## src/design/c2d_pkg.sv

```systemverilog
// Shared types and constants of the 3x3 streaming convolution.
// Pixel, line buffer word, window column and result item types,
// configuration register indexes. No dependencies.
package c2d_pkg;

	localparam int PIX_W      = 8;
	localparam int POS_W      = 11;
	localparam int DIM_W      = 12;
	localparam int VAL_W      = 28;
	localparam int SLOT_W     = 16;
	localparam int CFG_IDX_W  = 3;
	localparam int CFG_DATA_W = 48;
	localparam int KSIZE      = 3;
	localparam int POS_LIMIT  = 2048;

	localparam logic [DIM_W-1:0] WIDTH_RESET  = 12'd640;
	localparam logic [DIM_W-1:0] HEIGHT_RESET = 12'd480;

	localparam logic [CFG_IDX_W-1:0] CFG_WIDTH  = 3'd0;
	localparam logic [CFG_IDX_W-1:0] CFG_HEIGHT = 3'd1;
	localparam logic [CFG_IDX_W-1:0] CFG_BORDER = 3'd2;
	localparam logic [CFG_IDX_W-1:0] CFG_KTOP   = 3'd3;
	localparam logic [CFG_IDX_W-1:0] CFG_KMID   = 3'd4;
	localparam logic [CFG_IDX_W-1:0] CFG_KBOT   = 3'd5;

	typedef logic [PIX_W-1:0] pix_t;

	// one line buffer entry: pixel two rows up and pixel one row up
	typedef struct packed {
		pix_t older;
		pix_t newer;
	} lb_word_t;

	// one window column, top to bottom
	typedef struct packed {
		pix_t top;
		pix_t mid;
		pix_t bot;
	} column_t;

	typedef struct packed {
		logic shift_en;
		logic acc_en;
	} cell_ctrl_t;

	// position and result flags of one accepted pixel
	typedef struct packed {
		logic [POS_W-1:0] row;
		logic [POS_W-1:0] col;
		logic             interior;
		logic             border;
		pix_t             bval;
	} item_t;

	// zero acts as one, anything above the limit acts as the limit
	function automatic logic [DIM_W-1:0] eff_dim(logic [DIM_W-1:0] v, logic [DIM_W-1:0] lim);
		logic [DIM_W-1:0] r;
		if (v == '0) begin
			r = {{(DIM_W-1){1'b0}}, 1'b1};
		end else if (v > lim) begin
			r = lim;
		end else begin
			r = v;
		end
		return r;
	endfunction

endpackage

```

## src/design/c2d_cell.sv

```systemverilog
// Window cell: holds one column of the 3x3 window, passes it to its left
// neighbor on each shift and forms the column's weighted sum. Depends on c2d_pkg.
module c2d_cell #(
	parameter int COEF_BITS = 16
) (
	input  logic                            clk,
	input  logic                            arst_n,
	input  c2d_pkg::cell_ctrl_t             ctrl,
	input  c2d_pkg::column_t                col_in,
	output c2d_pkg::column_t                col_out,
	input  logic signed [COEF_BITS-1:0]     coef_top,
	input  logic signed [COEF_BITS-1:0]     coef_mid,
	input  logic signed [COEF_BITS-1:0]     coef_bot,
	output logic signed [COEF_BITS+10:0]    partial_s3
);

	localparam int PROD_W = COEF_BITS + 9;
	localparam int PART_W = COEF_BITS + 11;

	c2d_pkg::column_t          column_q;
	logic signed [PROD_W-1:0]  prod_top;
	logic signed [PROD_W-1:0]  prod_mid;
	logic signed [PROD_W-1:0]  prod_bot;
	logic signed [PART_W-1:0]  partial_d;

	always_ff @(posedge clk or negedge arst_n) begin
		if (!arst_n) begin
			column_q <= '0;
		end else if (ctrl.shift_en) begin
			column_q <= col_in;
		end
	end

	assign col_out = column_q;

	always_comb begin
		prod_top  = $signed({1'b0, column_q.top}) * coef_top;
		prod_mid  = $signed({1'b0, column_q.mid}) * coef_mid;
		prod_bot  = $signed({1'b0, column_q.bot}) * coef_bot;
		partial_d = PART_W'(prod_top) + PART_W'(prod_mid) + PART_W'(prod_bot);
	end

	always_ff @(posedge clk) begin
		if (ctrl.acc_en) begin
			partial_s3 <= partial_d;
		end
	end

endmodule

```

## config.mk

```make
export PLATFORM = sky130hd
export DESIGN_NAME = c2d_cell
export DESIGN_NICKNAME = d
export VERILOG_FILES = /design/src/design/c2d_pkg.sv /design/src/design/c2d_cell.sv
export SDC_FILE = /design/constraint.sdc
export NUM_CORES = 1
export LEC_CHECK = 0
export CAP_MARGIN = 20
export CORE_UTILIZATION = 49
export CTS_CLUSTER_DIAMETER = 100
export DETAILED_ROUTE_END_ITERATION = 8
export DONT_BUFFER_PORTS = 1
export PLACE_DENSITY_LB_ADDON = 0.2
export SYNTH_ARGS = -nofsm -noshare
export SYNTH_HDL_FRONTEND = slang
export SYNTH_SLANG_ARGS = --single-unit
export TNS_END_PERCENT = 50
```

## constraint.sdc

```tcl
create_clock -name clk -period 6.5 [get_ports clk]
set_input_delay 0.975 -clock clk [delete_from_list [all_inputs] [get_ports clk]]
set_output_delay 0.975 -clock clk [all_outputs]
set_load 0.005 [all_outputs]
```

==> impl_metrics.ini, run 1 <==
[timing]
finalSetupTns_ps = 0
slew_headroom_pct = 57.8
whs_ps = 344
post-route-min-period_ps = 6420
layout_worst_path_cycle_share_pct = 98.8
finalHoldViolCount = 0
skew_ps = 8.30
worstMarginPinSlew_ps = 633
clock.fmax_mhz = 156
slew_violations = 0
setup_viol = 0

[synthesis]
synth_area_leader_cell = fa_1
ys_ff_latch = 51
synth-warning-count = 0
syn_avg_cell_area_um2 = 9.67
synthCells = 1665
synth_top_cell_area_share_pct = 49.8
syn_nets = 2264
synth_area_um2 = 16100
synth_cell_type_count = 41
synth.top_cells.by_area = fa_1 (50%), inv_1 (12%), ha_1 (9.5%), and2_1 (6.6%), nand2_1 (5.2%)
seq_area_frac_synth_pct = 8.76

[global_routing]
antenna_found_initial = 0
grt_pass1_wl_um = 59100
grt_overflow_total = 0
track_usage_pct = 22.7
grt_pass1_vias = 12000
grt_max_degree = 28

[routing]
drt_first_pass_iters = 4
wire_per_inst_um = 16.0
wl_um = 34800
vias = 10800
drt_iter0_drc = 419
drc = 0
ant_nets = 0
viasPerCell = 4.94

[floorplan]
rows = 66
die_area_um2 = 33600
die_w_um = 183
initial_core_util_pct = 49.6
core-area_um2 = 32500
pin_count = 127
die_h_um = 183

[cells_and_area]
stdcell_count = 2181
n_antenna_cell = 0
areaGrowthSynthToFinish_pct = 9.42
final_util_pct = 54.3
drive_gt1_share_pct = 10.9
nets = 2337

[place]
port_buffers = 0
placed_cells = 2162
gp_congestion = 0.881
dp_hpwl_um = 31000

[setup_path]
crit_type = in2reg
crit_top_cell = fa_1
worstSetupEndpoint = partial_s3[26]
crit_arrival_ps = 6480
crit_start = coef_bot[5]
cp-end-kind = flop
r2r_start = col_out[19]
r2r_slack_ps = 150
slowest_stage = fa_2
cp.required_ps = 6560
worst_r2r_path_depth = 23
crit_path_start_kind = input pin
r2r-end = partial_s3[26]
critPathMaxFanout = 8
crit_chain = and2_1, fa_1, inv_1, fa_1, fa_2, fa_1, inv_2, fa_1, fa_1, inv_1, fa_1, inv_2, ha_4, nand2_2, o21ai_2, a21oi_2, o31a_4, o311ai_4, a31oi_1, xnor2_1
cpPeakStageDelay_ps = 590

[cts]
root_buffer = clkbuf_16
clock_latency_ps = 310
cts_buffers = 5
path_clk_slew_ps = 70
h-tree-depth = 2
cts_tree = yes
cts.path.max_buffers = 2
cts_sinks = 51

[outcome]
outcome = complete, no violations

[job]
cap_violations = 0

[worst_hold_path]
worstHoldPathType = in2async
## layer usage
layer | GRT usage [%] | part of all wire [%] | routed length [um] | up-vias
met5 | 0 | 0 | 0 | -
met4 | 6.73 | 2.6 | 922 | 0
met3 | 2.40 | 4.3 | 1500 | 43
met2 | 43.8 | 56 | 19600 | 235
met1 | 26.2 | 37 | 12800 | 5605
li1 | - | - | - | 4886
## critical path: cells and delay by family
family,cells,cell delay [ps]
AND/OR/NAND/NOR,2,210
XOR/XNOR,1,170
adder cells (fa/ha/maj),8,3800
buffers and inverters,4,250
AO/OA/AOI/OAI,5,1050
## sequential cells by signal, summed over array words and instances (netlist names)
name / count
partial_s3: 27
col_out: 24
## stage by stage
stage / area [um^2] / setup WS [ps]
2_1_floorplan: 16200 / 0.833
3_3_place_gp: 17300 / -268
3_5_place_dp: 17300 / -319
4_1_cts: 17400 / 12.0
5_1_grt: 17600 / -35.6
6_report: 17600 / 77.8
## cells by family after synthesis
kind of cell    after synthesis  share of synthesized area, %
xor+xnor                     31                          1.69
buf+inv                     546                          12.7
simple gates                429                          13.0
fa+ha+maj                   523                          59.3
flops                        51                          8.76
compound gates               61                          2.82
mux                          24                          1.68
## worst min-delay path by stage
stage	slack, ps	end
after floorplan	600	col_out[14]
after global placement	680	col_out[16]
after detailed placement	680	col_out[16]
after CTS	340	col_out[17]
after global routing	330	col_out[16]
final	340	col_out[16]
## final cells by class
type / count / area, um^2
Clock inverter: 2 / 17.5
Tap cell: 442 / 553
Timing Repair Buffer: 107 / 806
Clock buffer: 6 / 129
Sequential cell: 51 / 1430
Fill cell: 2952 / 14800
Multi-Input combinational cell: 1068 / 12800
Inverter: 505 / 1900
## synth_stat cells, drive strengths merged
cell and count:
o21ai 12, nand3 4, o211ai 2, a21boi 1, xor2 9, ha 122, dfrtp 24, nand2b 3
a21oi 23, o311ai 2, a311oi 2, o21a 1, nand2 224, nand4b 1, a2111oi 1, xnor2 22
and2 171, a31oi 5, inv 505, mux2 24, nor2 12, nor2b 2, or3 2, and3 5
fa 401, buf 2, edfxtp 27, nor3 2, clkbuf 39, o31ai 2, a21o 6, nand4 3
a211oi 3, o31a 1
## what timing repair did
item | CTS | global route
resized for setup | 2 | 40
buffers inserted | 0 | 11
pin swaps | 0 | 30
endpoints found under the hold margin | 0 | 0
hold buffers | 0 | 0
endpoints found under the setup margin | 2 | 11
## layout by cell type (no fill, tap or decap), types with 2 or more instances in the layout
master	count
inv_1	502
fa_1	396
nand2_1	223
and2_1	171
ha_1	117
buf_4	103
edfxtp_1	27
mux2_2	24
xnor2_1	22
a21oi_1	16
dfrtp_2	15
nor2_1	12
xor2_1	9
dfrtp_1	9
a21oi_2	7
a21o_1	6
o21ai_1	5
fa_2	5
ha_4	5
clkbuf_16	5
nand3_1	4
o21ai_0	4
inv_2	3
and3_1	3
a211oi_2	3
nand4_1	3
o21ai_2	3
nand2b_1	3
a31oi_1	3
o31ai_4	2
nor2b_1	2
nor3_1	2
or3_1	2
o211ai_1	2
clkinv_4	2
buf_6	2
Power of run 1 is not shown: default switching activity piles up to over one toggle a cycle in this logic, so the estimate is an artifact.
==> run 2: changes to the inputs <==
--- a/config.mk
+++ b/config.mk
@@ -6,6 +6,7 @@
 export NUM_CORES = 1
 export LEC_CHECK = 0
 export CAP_MARGIN = 20
+export CORE_ASPECT_RATIO = 1.4
 export CORE_UTILIZATION = 49
 export CTS_CLUSTER_DIAMETER = 100
 export DETAILED_ROUTE_END_ITERATION = 8
==> impl_metrics.ini, run 2 (synthesis results as in run 1) <==
[outcome]
outcome = complete, no violations

[setup_path]
cp.required_ps = 6580
critPathMaxFanout = 8
crit_type = in2reg
crit_path_start_kind = input pin
cp-end-kind = flop
crit_arrival_ps = 6360

[global_routing]
grt_pass1_vias = 12000
grt_max_degree = 28
grt_pass1_wl_um = 60100
track_usage_pct = 23.6
grt_overflow_total = 0
antenna_found_initial = 0

[timing]
whs_ps = 347
finalWorstSetupSlack_ps = 216
slew_headroom_pct = 51.5
clock.fmax_mhz = 159
setup_viol = 0
worstMarginPinSlew_ps = 728
post-route-min-period_ps = 6280
skew_ps = 13.7
layout_worst_path_cycle_share_pct = 96.7
finalHoldViolCount = 0
slew_violations = 0
rsz0062_at_grt = no

[job]
cap_violations = 0

[routing]
wire_per_inst_um = 17.0
vias = 10800
wl_um = 36900
drc = 0
drt_iter0_drc = 518
ant_nets = 0
viasPerCell = 4.99
drt_first_pass_iters = 5

[cts]
h-tree-depth = 2
clock_latency_ps = 320
cts_sinks = 51
cts_tree = yes
path_clk_slew_ps = 80
cts.path.max_buffers = 2
cts-hold-fix-buffers = 0
cts_buffers = 5
root_buffer = clkbuf_16

[worst_hold_path]
worstHoldPathType = in2async

[cells_and_area]
most-common-layout-cells = inv_1 (504), fa_1 (397), nand2_1 (223)
n_fill_cell = 3035
nets = 2330
largest_register_ffs = 27
n_antenna_cell = 0
areaGrowthSynthToFinish_pct = 9.04
mostFrequentLayoutCell = inv_1
largest_register = partial_s3
drive_gt1_share_pct = 10.3

[floorplan]
pin_count = 127
rows = 78
die_area_um2 = 33600
core-area_um2 = 32400
die_h_um = 217
die_w_um = 155
initial_core_util_pct = 49.7

[place]
gp_congestion = 0.882
port_buffers = 0
dp_slack_ps = -258
dp_hpwl_um = 32700
run 2: path summary, 6_finish.rpt:
kind	slack, ps	cells after the start	to	from
max in group asynchronous	6050	0	col_out[21]	arst_n
max reg2reg	230	20	partial_s3[23]	col_out[20]
max	220	19	partial_s3[23]	coef_mid[15]
min in group clk	680	1	col_out[10]	col_out[10]
min	350	0	col_out[20]	arst_n
min reg2reg	680	1	col_out[10]	col_out[10]
run 2: what timing repair did:
item | 4_1_cts | 5_1_grt
endpoints found under the setup margin | 1 | 12
pin swaps | 0 | 8
gates resized for setup | 1 | 34
setup buffers | 0 | 9
run 2: cell type report:
type | count | area (um^2) | area share (%)
multi-input combinational | 1068 | 12800 | 72.8
inverter | 505 | 1900 | 10.8
tap | 440 | 551 | 3.14
sequential | 51 | 1430 | 8.14
clock inverter | 3 | 25.0 | 0.143
clock buffer | 5 | 125 | 0.713
timing repair buffer | 100 | 752 | 4.28
run 2: layer usage:
metal	track usage [%]	vias to the layer above	routed length [um]
li1	-	4876	-
met1	24.7	5631	12100
met2	46.2	249	21500
met3	2.16	81	1370
met4	12.0	0	1940
met5	0	-	0
run 2: worst max-delay path, cell delays in order:
cell	delay [ps]
nand2_1	110
fa_1	610
inv_1	80
buf_4	160
fa_1	480
fa_1	510
fa_1	560
fa_1	450
fa_1	490
inv_1	50
fa_1	510
inv_1	50
ha_1	300
and3_2	250
nand3_1	110
or3_1	330
nand4b_1	140
a21oi_2	80
xnor2_1	120
run 2: metrics by stage:
step                cell area (um^2)  setup TNS [ps]  utilization (%)  instances
global placement               17200           -1520             53.2       2155
finish                         17600               0             54.2       2172
detailed placement             17200           -2110             53.2       2155
global route                   17600               0             54.2       2172
CTS                            17400               0             53.7       2163
floorplan                      16200               0                -       1665
Power of run 2 is left out for the same reason.
==> run 3: changes to the inputs <==
--- a/config.mk
+++ b/config.mk
@@ -6,8 +6,10 @@
 export NUM_CORES = 1
 export LEC_CHECK = 0
 export CAP_MARGIN = 20
+export CELL_PAD_IN_SITES_DETAIL_PLACEMENT = 1
+export CELL_PAD_IN_SITES_GLOBAL_PLACEMENT = 1
 export CORE_ASPECT_RATIO = 1.4
-export CORE_UTILIZATION = 49
+export CORE_UTILIZATION = 48
 export CTS_CLUSTER_DIAMETER = 100
 export DETAILED_ROUTE_END_ITERATION = 8
 export DONT_BUFFER_PORTS = 1
==> impl_metrics.ini, run 3 (synthesis results as in run 1) <==
[outcome]
outcome = complete, no violations

[routing]
vias = 11100
drt_first_pass_iters = 5
drt_iter0_drc = 347
viasPerCell = 5.06
drc = 0
wire_per_inst_um = 19.4
ant_nets = 0
wl_um = 42600

[timing]
layout_worst_path_cycle_share_pct = 98.1
finalHoldViolCount = 0
slew_headroom_pct = 60.8
worstMarginPinSlew_ps = 588
rsz0062_at_grt = yes
skew_ps = 11.2
slew_violations = 0
setup_viol = 0
post-route-min-period_ps = 6370
clock.fmax_mhz = 157

[cts]
clock_latency_ps = 320
path_clk_slew_ps = 80
cts_sinks = 51
cts_tree = yes
cts.path.max_buffers = 2
h-tree-depth = 2
cts_buffers = 5
root_buffer = clkbuf_16
cts-hold-fix-buffers = 0

[setup_path]
crit_arrival_ps = 6450
worst_r2r_path_depth = 21
crit_type = reg2reg
crit_start = col_out[21]
r2r_slack_ps = 130
cp.required_ps = 6580
r2r_start = col_out[21]
critPathMaxFanout = 6
crit_path_start_kind = flop
worstSetupEndpoint = partial_s3[23]
r2r-end = partial_s3[23]
cp-end-kind = flop

[global_routing]
antenna_found_initial = 0
grt_max_degree = 28
grt_pass1_vias = 13300
grt_overflow_total = 0
track_usage_pct = 26.5
grt_pass1_wl_um = 67300

[cells_and_area]
n_fill_cell = 3757
sequential_cell_area_um2 = 1430
areaGrowthSynthToFinish_pct = 10.5
fin_area_um2 = 17800
most-common-layout-cells = inv_1 (503), fa_1 (391), nand2_1 (222)
n_antenna_cell = 0
largest_register_ffs = 27
drive_gt1_share_pct = 12.1
mostFrequentLayoutCell = inv_1
final_util_pct = 53.7
nets = 2349
largest_register = partial_s3
multi_input_area_um2 = 12900

[floorplan]
pin_count = 127
die_w_um = 157
initial_core_util_pct = 48.6
die_area_um2 = 34300
rows = 79
die_h_um = 219
core-area_um2 = 33100

[place]
port_buffers = 0
gp_congestion = 0.866
dp_hpwl_um = 37500
place_area_um2 = 17300

[worst_hold_path]
worstHoldPathType = in2async

[job]
cap_violations = 0
run 3: cell count changes in the layout (fill, tap and decap cells not counted), moves of 3 or more:
| cell | previous run | this run |
|---|---|---|
| buf_4 | 98 | 113 |
| buf_6 | 1 | 4 |
| fa_1 | 397 | 391 |
| fa_2 | 4 | 10 |
| ha_1 | 117 | 114 |
| ha_4 | 4 | 7 |
run 3: metal layers:
layer  global-route usage [%]  part of all wire (%)  up-vias
met3                     2.18                   2.7       97
li1                         -                     -     4906
met2                     53.6                    60      218
met1                     26.0                    32     5890
met4                     13.7                   5.4        0
met5                        0                     0        -
run 3: metrics by stage:
stage | setup WS (ps) | hold WS (ps) | setup TNS, ps | std cells
after floorplan | 0.833 | 603 | 0 | 1665
after global placement | -265 | 680 | -1850 | 2167
after detailed placement | -388 | 680 | -3460 | 2167
after CTS | 12.3 | 337 | 0 | 2175
after global routing | -58.1 | 340 | -123 | 2196
final | 126 | 349 | 0 | 2196
run 3: timing repair:
item	4_1_cts	5_1_grt
endpoints found under the setup margin	4	12
pin swaps	1	35
resized for setup	8	51
buffers inserted	0	21
run 3: worst min-delay path by stage:
stage	startpoint	endpoint	cells past startpoint
global route	arst_n	col_out[20]	0
CTS	arst_n	col_out[20]	0
detailed placement	arst_n	col_out[11]	0
finish	arst_n	col_out[11]	0
floorplan	col_out[14]	col_out[14]	1
global placement	arst_n	col_out[8]	0
run 3: cell type report:
class                      count  area share (%)
clock buffer                   6           0.724
timing repair buffer         119            5.08
inverter                     505            10.7
multi-input combinational   1068            72.3
tap                          445            3.13
sequential                    51            8.04
clock inverter                 2          0.0985
run 3: critical path, cell delays in order, from the launching register on:
cell	delay [ps]
dfrtp_2	490
buf_2	250
nand2_1	90
fa_1	460
fa_1	570
fa_1	520
fa_1	510
inv_1	50
fa_1	450
fa_1	490
inv_1	50
fa_1	550
inv_1	60
ha_1	300
a21oi_2	210
o21ai_2	100
a311oi_4	290
buf_4	160
nor2_1	30
nand4b_1	230
a21oi_2	190
xnor2_1	80
Power of run 3 is left out for the same reason.
